**src/hdl/swsfr_pkg.sv**
```systemverilog
// Shared types and constants of the sliding-window sender.
`default_nettype none

package swsfr_pkg;

    // Fixed field widths
    localparam int SEQ_W  = 16;
    localparam int PAY_W  = 64;
    localparam int WLEN_W = 4;

    // Input request packing in s_tdata, lowest bit first
    localparam int S_PAY_LSB   = 0;
    localparam int S_ACK_LSB   = S_PAY_LSB + PAY_W;
    localparam int S_OK_BIT    = S_ACK_LSB + SEQ_W;
    localparam int S_TMR_LSB   = S_OK_BIT + 1;
    localparam int S_USED_W    = S_TMR_LSB + SEQ_W;
    localparam int S_TDATA_W   = ((S_USED_W + 7) / 8) * 8;

    // Result packing in m_tdata, lowest bit first
    localparam int M_SEQ_LSB   = 0;
    localparam int M_PAY_LSB   = M_SEQ_LSB + SEQ_W;
    localparam int M_FULL_BIT  = M_PAY_LSB + PAY_W;
    localparam int M_USED_W    = M_FULL_BIT + 1;
    localparam int M_TDATA_W   = ((M_USED_W + 7) / 8) * 8;

    // Window length after reset
    localparam logic [WLEN_W-1:0] WLEN_RESET = 4'd4;

    // Duplicate ACK tracking
    localparam logic [2:0] DUP_TRIGGER  = 3'd4;
    localparam logic [2:0] DUP_SATURATE = 3'd5;

    // Event codes on s_tuser
    typedef enum logic [1:0] {
        OP_SEND  = 2'd0,
        OP_ACK   = 2'd1,
        OP_TIMER = 2'd2
    } op_t;

    // Result codes on m_tuser
    typedef enum logic [1:0] {
        KIND_REFUSED  = 2'd0,
        KIND_TRANSMIT = 2'd1,
        KIND_START    = 2'd2,
        KIND_STOP     = 2'd3
    } kind_t;

endpackage

`default_nettype wire

```
**src/hdl/sliding_window_sender_fast_retransmit.sv**
```systemverilog
// Sliding-window sender with cumulative ACKs, timer control and fast retransmit.
// Each request is held in the input register, then loaded into the result queue that drives the results.
// A request yields up to three results; the single result queue shifts out one result
// per cycle while m_tready is high and takes the next request as its last leaves.
// Reset: window and sequence state cleared, window length set to 4, last ACK set to
// all ones and duplicate count cleared; the slot memory is not cleared.
`default_nettype none

module sliding_window_sender_fast_retransmit #(
    parameter int SLOTS = 8
) (
    input  wire logic                             clk,
    input  wire logic                             rst_n,
    // Window length register write
    input  wire logic                             cfg_we,
    input  wire logic [swsfr_pkg::WLEN_W-1:0]     cfg_wdata,
    // Event requests
    input  wire logic                             s_tvalid,
    output logic                                  s_tready,
    // s_tdata: payload_word[63:0], ack_number[79:64], checksum_ok[80], timer_seq[96:81]
    input  wire logic [swsfr_pkg::S_TDATA_W-1:0]  s_tdata,
    // s_tuser: operation[1:0]
    input  wire logic [1:0]                       s_tuser,
    // Results
    output logic                                  m_tvalid,
    input  wire logic                             m_tready,
    // m_tdata: packet_seq[15:0], packet_payload[79:16], window_full[80]
    output logic [swsfr_pkg::M_TDATA_W-1:0]       m_tdata,
    // m_tuser: result_kind[1:0]
    output logic [1:0]                            m_tuser,
    output logic                                  m_tlast
);

    import swsfr_pkg::*;

    localparam int IDX_W = (SLOTS > 2) ? $clog2(SLOTS) : 1;
    localparam logic [SEQ_W-1:0] SLOTS_SEQ = SEQ_W'(SLOTS);
    localparam logic [IDX_W-1:0] LAST_IDX  = IDX_W'(SLOTS - 1);
    // Reciprocal for remainder by SLOTS of a sequence number
    localparam logic [32:0] RECIP = 33'((64'd1 << 32) / SLOTS + 64'd1);
    localparam int PROD_W = SEQ_W + 33;
    localparam int M_PAD_W = M_TDATA_W - M_USED_W;

    // Input register
    logic                 in_valid_reg;
    op_t                  in_op_reg;
    logic [PAY_W-1:0]     in_pay_reg;
    logic [SEQ_W-1:0]     in_ack_reg;
    logic                 in_ok_reg;
    logic [SEQ_W-1:0]     in_tmr_reg;
    logic [SEQ_W-1:0]     in_tq_reg;
    logic [PROD_W-1:0]    tmr_prod;

    // Sender state
    logic [WLEN_W-1:0]    wlen_reg;
    logic [SEQ_W-1:0]     base_reg, base_next;
    logic [SEQ_W-1:0]     nseq_reg, nseq_next;
    logic [IDX_W-1:0]     base_idx_reg, base_idx_next;
    logic [IDX_W-1:0]     nidx_reg, nidx_next;
    logic                 full_reg, full_next;
    logic [SEQ_W-1:0]     prev_ack_reg, prev_ack_next;
    logic [2:0]           dup_reg, dup_next;

    // Result queue, head at entry 0
    kind_t                q_kind_reg [3];
    kind_t                q_kind_next [3];
    logic [SEQ_W-1:0]     q_seq_reg [3];
    logic [SEQ_W-1:0]     q_seq_next [3];
    logic [PAY_W-1:0]     q_pay_reg [3];
    logic [PAY_W-1:0]     q_pay_next [3];
    logic [2:0]           q_mem_reg, q_mem_next;
    logic [1:0]           q_count_reg, q_count_next;
    logic                 q_full_reg, q_full_next;

    // Results of the current request
    kind_t                r_kind [3];
    logic [SEQ_W-1:0]     r_seq [3];
    logic [PAY_W-1:0]     r_pay [3];
    logic [2:0]           r_mem;
    logic [1:0]           r_n;

    // Slot memory
    logic [SEQ_W+PAY_W-1:0] slot_mem [SLOTS];
    logic [SEQ_W+PAY_W-1:0] rd_data_reg;
    logic                   mem_we;
    logic                   mem_rd_en;
    logic [IDX_W-1:0]       rd_addr;

    logic                 pop;
    logic                 load;
    logic [SEQ_W-1:0]     win;
    logic [SEQ_W-1:0]     inflight;
    logic [SEQ_W-1:0]     offset;
    logic [SEQ_W-1:0]     ack_inc;
    logic [SEQ_W-1:0]     nseq_inc;
    logic [SEQ_W-1:0]     base_idx_sum;
    logic [SEQ_W-1:0]     tmr_rem;
    logic [IDX_W-1:0]     tmr_idx;
    logic [2:0]           dup_sat;

    // Handshake
    assign pop      = m_tvalid && m_tready;
    assign load     = in_valid_reg && ((q_count_reg == 2'd0) || ((q_count_reg == 2'd1) && pop));
    assign s_tready = !in_valid_reg || load;

    // Quotient of the timer tag by SLOTS, registered with the request
    assign tmr_prod = PROD_W'(s_tdata[S_TMR_LSB +: SEQ_W]) * PROD_W'(RECIP);

    // Capture request control
    always_ff @(posedge clk or negedge rst_n)
    begin
        if (!rst_n)
        begin
            in_valid_reg <= 1'b0;
        end
        else if (s_tready)
        begin
            in_valid_reg <= s_tvalid;
        end
    end

    // Capture request fields
    always_ff @(posedge clk)
    begin
        if (s_tvalid && s_tready)
        begin
            in_op_reg  <= op_t'(s_tuser);
            in_pay_reg <= s_tdata[S_PAY_LSB +: PAY_W];
            in_ack_reg <= s_tdata[S_ACK_LSB +: SEQ_W];
            in_ok_reg  <= s_tdata[S_OK_BIT];
            in_tmr_reg <= s_tdata[S_TMR_LSB +: SEQ_W];
            in_tq_reg  <= tmr_prod[32 +: SEQ_W];
        end
    end

    // Effective window and serial distances
    always_comb
    begin
        if (wlen_reg == '0)
        begin
            win = SEQ_W'(1);
        end
        else if (SEQ_W'(wlen_reg) > SLOTS_SEQ)
        begin
            win = SLOTS_SEQ;
        end
        else
        begin
            win = SEQ_W'(wlen_reg);
        end
    end

    assign inflight = nseq_reg - base_reg;
    assign offset   = in_ack_reg - base_reg;
    assign ack_inc  = in_ack_reg + SEQ_W'(1);
    assign nseq_inc = nseq_reg + SEQ_W'(1);
    assign dup_sat  = (dup_reg < DUP_SATURATE) ? dup_reg + 3'd1 : dup_reg;
    assign tmr_rem  = in_tmr_reg - SEQ_W'(in_tq_reg * SLOTS_SEQ);
    assign tmr_idx  = IDX_W'(tmr_rem);
    assign base_idx_sum = SEQ_W'(base_idx_reg) + offset + SEQ_W'(1);

    // Process one request: update state and build its results
    always_comb
    begin
        base_next     = base_reg;
        nseq_next     = nseq_reg;
        base_idx_next = base_idx_reg;
        nidx_next     = nidx_reg;
        full_next     = full_reg;
        prev_ack_next = prev_ack_reg;
        dup_next      = dup_reg;
        mem_we        = 1'b0;
        mem_rd_en     = 1'b0;
        rd_addr       = base_idx_reg;
        r_n           = 2'd0;
        r_mem         = 3'b000;
        for (int i = 0; i < 3; i++)
        begin
            r_kind[i] = KIND_REFUSED;
            r_seq[i]  = '0;
            r_pay[i]  = '0;
        end

        if (load)
        begin
            case (in_op_reg)
                OP_SEND:
                begin
                    if (full_reg || (inflight >= win))
                    begin
                        r_n = 2'd1;
                    end
                    else
                    begin
                        mem_we = 1'b1;
                        if (base_reg == nseq_reg)
                        begin
                            r_kind[0] = KIND_START;
                            r_seq[0]  = nseq_reg;
                            r_kind[1] = KIND_TRANSMIT;
                            r_seq[1]  = nseq_reg;
                            r_pay[1]  = in_pay_reg;
                            r_n       = 2'd2;
                        end
                        else
                        begin
                            r_kind[0] = KIND_TRANSMIT;
                            r_seq[0]  = nseq_reg;
                            r_pay[0]  = in_pay_reg;
                            r_n       = 2'd1;
                        end
                        nseq_next = nseq_inc;
                        // Slot index restarts at zero after the last slot or where the sequence wraps
                        if ((nseq_inc == '0) || (nidx_reg == LAST_IDX))
                        begin
                            nidx_next = '0;
                        end
                        else
                        begin
                            nidx_next = nidx_reg + IDX_W'(1);
                        end
                        full_next = ((nseq_inc - base_reg) == win);
                    end
                end
                OP_ACK:
                begin
                    if (in_ok_reg && !offset[SEQ_W-1])
                    begin
                        // Advance the window on an ACK inside the flight
                        if (offset < inflight)
                        begin
                            base_next = ack_inc;
                            if (ack_inc < base_reg)
                            begin
                                base_idx_next = IDX_W'(ack_inc);
                            end
                            else if (base_idx_sum >= SLOTS_SEQ)
                            begin
                                base_idx_next = IDX_W'(base_idx_sum - SLOTS_SEQ);
                            end
                            else
                            begin
                                base_idx_next = IDX_W'(base_idx_sum);
                            end
                            r_kind[0] = KIND_STOP;
                            r_seq[0]  = base_reg;
                            r_n       = 2'd1;
                            if (ack_inc != nseq_reg)
                            begin
                                r_kind[1] = KIND_START;
                                r_seq[1]  = ack_inc;
                                r_n       = 2'd2;
                            end
                            full_next = 1'b0;
                        end
                    end
                    else if (in_ack_reg == prev_ack_reg)
                    begin
                        // Count duplicates, retransmit the base slot on the trigger
                        dup_next = dup_sat;
                        if (dup_sat == DUP_TRIGGER)
                        begin
                            r_kind[0] = KIND_STOP;
                            r_seq[0]  = ack_inc;
                            r_kind[1] = KIND_START;
                            r_seq[1]  = ack_inc;
                            r_kind[2] = KIND_TRANSMIT;
                            r_mem[2]  = 1'b1;
                            r_n       = 2'd3;
                            mem_rd_en = 1'b1;
                            rd_addr   = base_idx_reg;
                        end
                    end
                    else
                    begin
                        prev_ack_next = in_ack_reg;
                        dup_next      = 3'd1;
                    end
                end
                OP_TIMER:
                begin
                    r_kind[0] = KIND_STOP;
                    r_seq[0]  = in_tmr_reg;
                    r_kind[1] = KIND_START;
                    r_seq[1]  = in_tmr_reg;
                    r_kind[2] = KIND_TRANSMIT;
                    r_mem[2]  = 1'b1;
                    r_n       = 2'd3;
                    mem_rd_en = 1'b1;
                    rd_addr   = tmr_idx;
                end
                default:
                begin
                    r_n = 2'd0;
                end
            endcase
        end
    end

    // Load a new result set or shift the queue
    always_comb
    begin
        q_count_next = q_count_reg;
        q_full_next  = q_full_reg;
        q_mem_next   = q_mem_reg;
        for (int i = 0; i < 3; i++)
        begin
            q_kind_next[i] = q_kind_reg[i];
            q_seq_next[i]  = q_seq_reg[i];
            q_pay_next[i]  = q_pay_reg[i];
        end

        if (load)
        begin
            q_count_next = r_n;
            q_full_next  = full_next;
            q_mem_next   = r_mem;
            for (int i = 0; i < 3; i++)
            begin
                q_kind_next[i] = r_kind[i];
                q_seq_next[i]  = r_seq[i];
                q_pay_next[i]  = r_pay[i];
            end
        end
        else if (pop)
        begin
            q_count_next = q_count_reg - 2'd1;
            q_mem_next   = {1'b0, q_mem_reg[2:1]};
            for (int i = 0; i < 2; i++)
            begin
                q_kind_next[i] = q_kind_reg[i+1];
                q_seq_next[i]  = q_seq_reg[i+1];
                q_pay_next[i]  = q_pay_reg[i+1];
            end
        end
    end

    // Control state
    always_ff @(posedge clk or negedge rst_n)
    begin
        if (!rst_n)
        begin
            wlen_reg     <= WLEN_RESET;
            base_reg     <= '0;
            nseq_reg     <= '0;
            base_idx_reg <= '0;
            nidx_reg     <= '0;
            full_reg     <= 1'b0;
            prev_ack_reg <= '1;
            dup_reg      <= '0;
            q_count_reg  <= '0;
            q_full_reg   <= 1'b0;
            q_mem_reg    <= '0;
        end
        else
        begin
            if (cfg_we)
            begin
                wlen_reg <= cfg_wdata;
            end
            base_reg     <= base_next;
            nseq_reg     <= nseq_next;
            base_idx_reg <= base_idx_next;
            nidx_reg     <= nidx_next;
            full_reg     <= full_next;
            prev_ack_reg <= prev_ack_next;
            dup_reg      <= dup_next;
            q_count_reg  <= q_count_next;
            q_full_reg   <= q_full_next;
            q_mem_reg    <= q_mem_next;
        end
    end

    // Queue payload
    always_ff @(posedge clk)
    begin
        for (int i = 0; i < 3; i++)
        begin
            q_kind_reg[i] <= q_kind_next[i];
            q_seq_reg[i]  <= q_seq_next[i];
            q_pay_reg[i]  <= q_pay_next[i];
        end
    end

    // Slot memory: store sent packets, read the slot to retransmit
    always_ff @(posedge clk)
    begin
        if (mem_we)
        begin
            slot_mem[nidx_reg] <= {nseq_reg, in_pay_reg};
        end
        if (mem_rd_en)
        begin
            rd_data_reg <= slot_mem[rd_addr];
        end
    end

    // Drive the result channel from the queue head
    assign m_tvalid = (q_count_reg != 2'd0);
    assign m_tlast  = (q_count_reg == 2'd1);
    assign m_tuser  = q_kind_reg[0];
    assign m_tdata  = {{M_PAD_W{1'b0}},
                       q_full_reg,
                       q_mem_reg[0] ? rd_data_reg[PAY_W-1:0] : q_pay_reg[0],
                       q_mem_reg[0] ? rd_data_reg[PAY_W +: SEQ_W] : q_seq_reg[0]};

    // Duplicate tracker never passes its saturation value
    assert property (@(posedge clk) disable iff (!rst_n) dup_reg <= DUP_SATURATE)
        else $error("duplicate count above saturation");

    // Packets in flight never exceed the slot count
    assert property (@(posedge clk) disable iff (!rst_n) inflight <= SLOTS_SEQ)
        else $error("packets in flight exceed slots");

    // A retransmit from memory is always the last result of its request
    assert property (@(posedge clk) disable iff (!rst_n)
                     (m_tvalid && q_mem_reg[0]) |-> (q_count_reg == 2'd1))
        else $error("retransmit not last in result set");

    // An accepted window update leaves the full flag clear
    assert property (@(posedge clk) disable iff (!rst_n)
                     (load && (base_next != base_reg)) |=> !full_reg)
        else $error("window full after base advance");

endmodule

`default_nettype wire
```
**config.mk**
```make
export PLATFORM = sky130hd
export DESIGN_NAME = sliding_window_sender_fast_retransmit
export DESIGN_NICKNAME = d
export VERILOG_FILES = /design/src/hdl/swsfr_pkg.sv /design/src/hdl/sliding_window_sender_fast_retransmit.sv
export SDC_FILE = /design/constraint.sdc
export NUM_CORES = 1
export LEC_CHECK = 0
export BUFFER_PORTS_ARGS = -buffer_cell sky130_fd_sc_hd__buf_2
export CAP_MARGIN = 30
export CORE_MARGIN = 2
export CORE_UTILIZATION = 45
export DETAILED_ROUTE_END_ITERATION = 12
export PLACE_DENSITY_LB_ADDON = 0.15
export REMOVE_ABC_BUFFERS = 1
export SYNTH_ARGS = -nofsm -noshare
export SYNTH_HDL_FRONTEND = slang
export SYNTH_SLANG_ARGS = --single-unit
```
**constraint.sdc**
```tcl
create_clock -name clk -period 14.1 [get_ports clk]
set_input_delay 2.115 -clock clk [delete_from_list [all_inputs] [get_ports clk]]
set_output_delay 2.115 -clock clk [all_outputs]
set_load 0.02 [all_outputs]
```
==> results.json, run 1 <==
{
  "status": "completed",
  "vias_per_cell": 5.82,
  "cts_resized": 0,
  "drv_cap": 0,
  "hold_viol": 0,
  "crit_slowest_cell": "nand2b_4",
  "tritoncts": "done",
  "hold_slack_ns": 0.487,
  "avgSynthCellArea_um2": 16.9,
  "syn_inst": 2682,
  "antenna_found_initial": 0,
  "hold_path_class": "reg2reg",
  "pin_count": 208,
  "fp-row-count": 116,
  "worst-setup-path-type": "in2reg",
  "yosysSeqAreaShare_pct": 69.1,
  "grt.met1_usage_pct": 29.3,
  "hpwl_um": 66700,
  "crit_top_cell": "buf_4",
  "finClkSkew_ns": 0.0363,
  "root_buffer": "clkbuf_16",
  "port_buffers": 193,
  "layout_setup_ws_ns": 7.32,
  "drt-initial-drc-count": 2277,
  "timing.final.crit_share_pct": 48.1,
  "fill_cells": 8210,
  "cp.arrival_ns": 7.20,
  "numCtsBuffers": 109,
  "final_cell_mix": "984 x edfxtp_1, 192 x buf_2, 172 x mux2_2, 160 x mux4_2, 116 x a21oi_1",
  "grt_max_degree": 63,
  "setup_viol": 0,
  "vias": 25000,
  "synthFlopType": "edfxtp_1",
  "clk_latency_ns": 0.69,
  "cpPeakStageDelay_ns": 0.71,
  "cp.required_ns": 14.52,
  "synthToLayoutAreaGrowth_pct": 13.8,
  "largest_register_ffs": 640,
  "grt_pass1_wl_um": 167000,
  "drc": 0,
  "crit_path_end_kind": "register",
  "place_ws_ns": 6.21,
  "grtUsageMet3_pct": 3.40,
  "wl_per_cell_um": 26.3,
  "cts_sinks": 1053,
  "synth_edf_count": 984,
  "die_area_mm2": 0.103,
  "diodes": 0,
  "drv_slew": 0,
  "async_flop_share_pct": 6.55,
  "synth-seq-cells": 1053,
  "ant_nets": 0,
  "start_kind": "input pin",
  "coreArea_mm2": 0.0999,
  "grt_usage_pct": 22.0,
  "ys_types": 83,
  "grt_use_met2_pct": 37.2,
  "path_cells": "buf_2 -> a21oi_1 -> nand2b_4 -> inv_2 -> nand2_1 -> mux2i_4 -> buf_4 -> buf_4 -> buf_16 -> buf_4 -> buf_16 -> mux4_2 -> mux2_2",
  "drive_above_1_share_pct": 26.7,
  "path_max_fanout": 49,
  "ff_latch_area_mm2": 0.0313,
  "ys_warn_count": 0,
  "relSlewSlack_pct": 30.0,
  "syn_area_mm2": 0.0453,
  "final_common_cell": "edfxtp_1",
  "p_per_area_mw_per_mm2": 204,
  "path_clk_slew_ns": 0.06,
  "dr.pass1.iters": 5,
  "crit_family": "buffers and inverters",
  "rsz0062_at_grt": "false",
  "multi_input_area_mm2": 0.0131,
  "overflow": 0,
  "cts_setup_buffers": 0,
  "ctsHoldBuffers": 0,
  "worstMarginPinSlew_ns": 1.05,
  "die_y_um": 321,
  "leakage_nw": 17.9,
  "start_util_pct": 45.3,
  "grt_pass1_vias": 25700,
  "layout_min_cycle_time_ns": 6.78,
  "ir_drop_mv": 0.154,
  "path_buf_inv": 7,
  "gp_congestion": 0.871,
  "dieWidth_um": 321,
  "top_usage_layer": "met2",
  "nets": 3122,
  "fmax_ghz": 0.148,
  "cts.htree.levels": 3,
  "cts_max_path_buffers": 3,
  "drt_wl_total_um": 113000
}
-- metrics by stage --
| stage | cell area [µm²] | util, % | setup TNS (ns) | power, W | instances |
|---|---|---|---|---|---|
| 5_1_grt | 51500 | 51.6 | 0 | 0.0111 | 4303 |
| 3_5_place_dp | 47900 | 48.0 | 0 | 0.00775 | 4096 |
| 3_3_place_gp | 47800 | 47.8 | 0 | 0.00765 | 4090 |
| 2_1_floorplan | 44600 | - | -539.28 | 0.00701 | 2542 |
| 4_1_cts | 51500 | 51.6 | 0 | 0.0106 | 4302 |
| 6_report | 51500 | 51.6 | 0 | 0.0105 | 4303 |
-- final timing paths --
path                       cells past startpoint         endpoint  slack, ns            from
max reg2reg                                   14  rd_data_reg[21]       8.19  q_count_reg[0]
min in group asynchronous                      1       dup_reg[2]       1.27           rst_n
max                                           13  rd_data_reg[21]       7.32        m_tready
min reg2reg                                    1     q_mem_reg[2]       0.49    q_mem_reg[2]
min                                            1     q_mem_reg[2]       0.49    q_mem_reg[2]
max in group asynchronous                      2     q_mem_reg[0]      11.69           rst_n
-- where the power goes --
group          switching, W  internal [W]
Clock               0.00119       0.00166
Sequential         0.000257       0.00404
Combinational       0.00200       0.00138
Total               0.00345       0.00708
-- area by class of cell --
type | instances | share of cell area [%]
clock buffer | 146 | 5.73
clock inverter | 60 | 1.17
inverter | 82 | 0.607
multi-input combinational | 1407 | 25.5
sequential | 1053 | 60.8
tap | 1298 | 3.15
timing repair buffer | 257 | 3.07
-- synthesized netlist by cell type (25+ instances only) --
cell type | number | area (µm²)
buf_2 | 28 | 140
nand3_1 | 33 | 165
nor2_1 | 89 | 334
o21ai_0 | 50 | 250
mux4_2 | 160 | 3600
clkbuf_1 | 91 | 342
and3_1 | 29 | 181
a22o_1 | 67 | 587
mux2_2 | 172 | 1940
a21oi_1 | 117 | 586
a31oi_1 | 25 | 156
inv_1 | 81 | 304
ha_1 | 93 | 1160
nand2_1 | 80 | 300
nor3_1 | 32 | 160
dfrtp_1 | 52 | 1300
and2_1 | 75 | 469
edfxtp_1 | 984 | 29500
xnor2_1 | 79 | 692
-- kinds of logic (layout without fill, tap and decap cells) --
kind of cell,Yosys count,after routing,share of synthesized area (%)
compound gates,404,404,5.94
mux,356,356,12.8
flops,1053,1053,69.1
simple gates,441,441,5.24
fa+ha+maj,97,97,2.75
other cells,1,7,0.00828
buf+inv,228,545,2.17
xor+xnor,102,102,1.97
-- metal layers --
| metal | share of wire [%] | vias up | wire length (µm) |
|---|---|---|---|
| met4 | 2.4 | 0 | 2670 |
| met2 | 50 | 755 | 56300 |
| met3 | 5.5 | 168 | 6250 |
| met5 | 0 | - | 0 |
| li1 | - | 11000 | - |
| met1 | 42 | 13100 | 48000 |
Note: power is estimated with default switching activity, not from simulation.
==> run 2: changes to the inputs <==
==> constraint.sdc (replaced) <==
create_clock -name clk -period 6.4 [get_ports clk]
set_input_delay 0.96 -clock clk [delete_from_list [all_inputs] [get_ports clk]]
set_output_delay 0.96 -clock clk [all_outputs]
set_load 0.02 [all_outputs]
==> results.json, run 2 (same netlist as run 1, synthesis figures left out) <==
{
  "numCtsBuffers": 109,
  "p_per_area_mw_per_mm2": 444,
  "finClkSkew_ns": 0.0407,
  "fp-row-count": 116,
  "coreArea_mm2": 0.0999,
  "place_area_mm2": 0.0481,
  "dr.pass1.iters": 7,
  "cp.depth": 10,
  "hold_slack_ns": 0.0686,
  "drv_slew": 0,
  "drt_wl_total_um": 112000,
  "ir_drop_mv": 0.388,
  "cp.required_ns": 6.74,
  "leakage_nw": 17.8,
  "crit_top_cell": "buf_4",
  "dieWidth_um": 321,
  "start_kind": "register",
  "rsz0062_at_grt": "false",
  "path_clk_slew_ns": 0.07,
  "die_area_mm2": 0.103,
  "crit_path_end_kind": "register",
  "vias_per_cell": 5.86,
  "drc": 0,
  "port_buffers": 193,
  "diodes": 0,
  "worst-setup-path-type": "reg2reg",
  "path_buf_inv": 3,
  "cts.htree.levels": 3,
  "path_max_fanout": 38,
  "power_frac_clock_pct": 26.2,
  "largest_register_ffs": 640,
  "path_cells": "buf_4 -> xnor2_1 -> nand4_1 -> nor4_1 -> nand3_1 -> inv_1 -> a21oi_1 -> nor2b_1 -> and2_4 -> buf_4",
  "grt_pass1_vias": 25900,
  "tritoncts": "done",
  "pin_count": 208,
  "final_common_cell": "edfxtp_1",
  "grt_max_degree": 99,
  "grt_usage_pct": 21.6,
  "worstMarginPinSlew_ns": 1.05,
  "timing.final.crit_share_pct": 81.2,
  "cp.arrival_ns": 5.54,
  "hold_viol": 0,
  "pwr-share-comb_pct": 32.4,
  "r2r_end": "rd_data_reg[49]",
  "synthToLayoutAreaGrowth_pct": 13.6,
  "die_y_um": 321,
  "cts_sinks": 1053,
  "crit_slowest_cell": "nor4_1",
  "antenna_found_initial": 0,
  "drt-initial-drc-count": 1999,
  "swShare_pct": 33.2,
  "vias": 25200,
  "dp.cells": 4104,
  "p_int_w": 0.0153,
  "hold_path_class": "in2async",
  "drive_above_1_share_pct": 26.6,
  "grt_pass1_wl_um": 166000,
  "hpwl_um": 66200,
  "cts_resized": 0,
  "clk_latency_ns": 0.70,
  "fin_cells": 4303,
  "wl_per_cell_um": 26.0,
  "reg2reg_setup_slack_ns": 1.20,
  "r2r_start": "in_ack_reg[5]",
  "start_util_pct": 45.3,
  "ant_nets": 0,
  "rr_worst_depth": 10,
  "final_cell_mix": "984 x edfxtp_1, 192 x buf_2, 172 x mux2_2, 160 x mux4_2, 117 x a21oi_1",
  "cpPeakStageDelay_ns": 0.81,
  "overflow": 0,
  "cts_setup_buffers": 0,
  "pwr-share-seq_pct": 41.5,
  "fmax_ghz": 0.192,
  "root_buffer": "clkbuf_16",
  "nets": 3129,
  "relSlewSlack_pct": 29.8,
  "design_area_mm2": 0.0514,
  "switchingPower_w": 0.00758,
  "gp_congestion": 0.935,
  "drv_cap": 0,
  "setup_viol": 0,
  "ctsHoldBuffers": 0,
  "layout_min_cycle_time_ns": 5.20,
  "status": "completed",
  "crit_family": "simple AND/OR/NAND/NOR gates",
  "cts_max_path_buffers": 3
}
## run 2: metrics by stage
stage	TNS, ns	power (W)	utilization [%]	worst slack [ns]
floorplan	-4370.96	0.0147	-	-13.29
global placement	0	0.0169	48.1	1.38
detailed placement	0	0.0170	48.1	1.29
CTS	0	0.0231	51.5	1.26
global route	0	0.0240	51.5	0.957
finish	0	0.0228	51.5	1.20
## run 2: power by group through the flow
stage | Sequential [W] | Clock (W) | Combinational [W]
after floorplan | 0.00947 | 0 | 0.00527
after global placement | 0.00956 | 0 | 0.00733
after detailed placement | 0.00962 | 0 | 0.00741
after CTS | 0.00949 | 0.00612 | 0.00744
after global routing | 0.00958 | 0.00637 | 0.00803
final | 0.00948 | 0.00597 | 0.00739
## run 2: final cells by class
type / count / area [µm²]
Clock buffer: 138 / 2900
Clock inverter: 61 / 452
Fill cell: 8106 / 48400
Inverter: 82 / 313
Multi-Input combinational cell: 1407 / 13100
Sequential cell: 1053 / 31300
Tap cell: 1298 / 1620
Timing Repair Buffer: 264 / 1710
## run 2: worst max-delay path by stage
stage               slack, ns          endpoint          start
finish                   1.20   rd_data_reg[49]  in_ack_reg[5]
global route             0.96  q_seq_reg[0][30]  in_ack_reg[0]
CTS                      1.26   rd_data_reg[41]  in_ack_reg[5]
detailed placement       1.29   rd_data_reg[29]  in_ack_reg[5]
global placement         1.38          full_reg  in_ack_reg[0]
floorplan              -13.29    rd_data_reg[0]       m_tready
## run 2: worst register-to-register path, delay by kind of cell (launching register included)
kind	cells	cell delay [ns]
AOI/OAI and AO/OA	1	0.27
buffers and inverters	3	1.39
DFF	1	0.50
and+or+nand+nor	5	2.50
xor gates and xnor gates	1	0.18
## run 2: per-layer routing
layer	global-route usage [%]	up-vias	routed length, µm
met5	0	-	0
met4	6.85	0	2960
met3	2.97	192	6630
met2	36.4	903	54900
met1	29.3	13100	47500
li1	-	11100	-
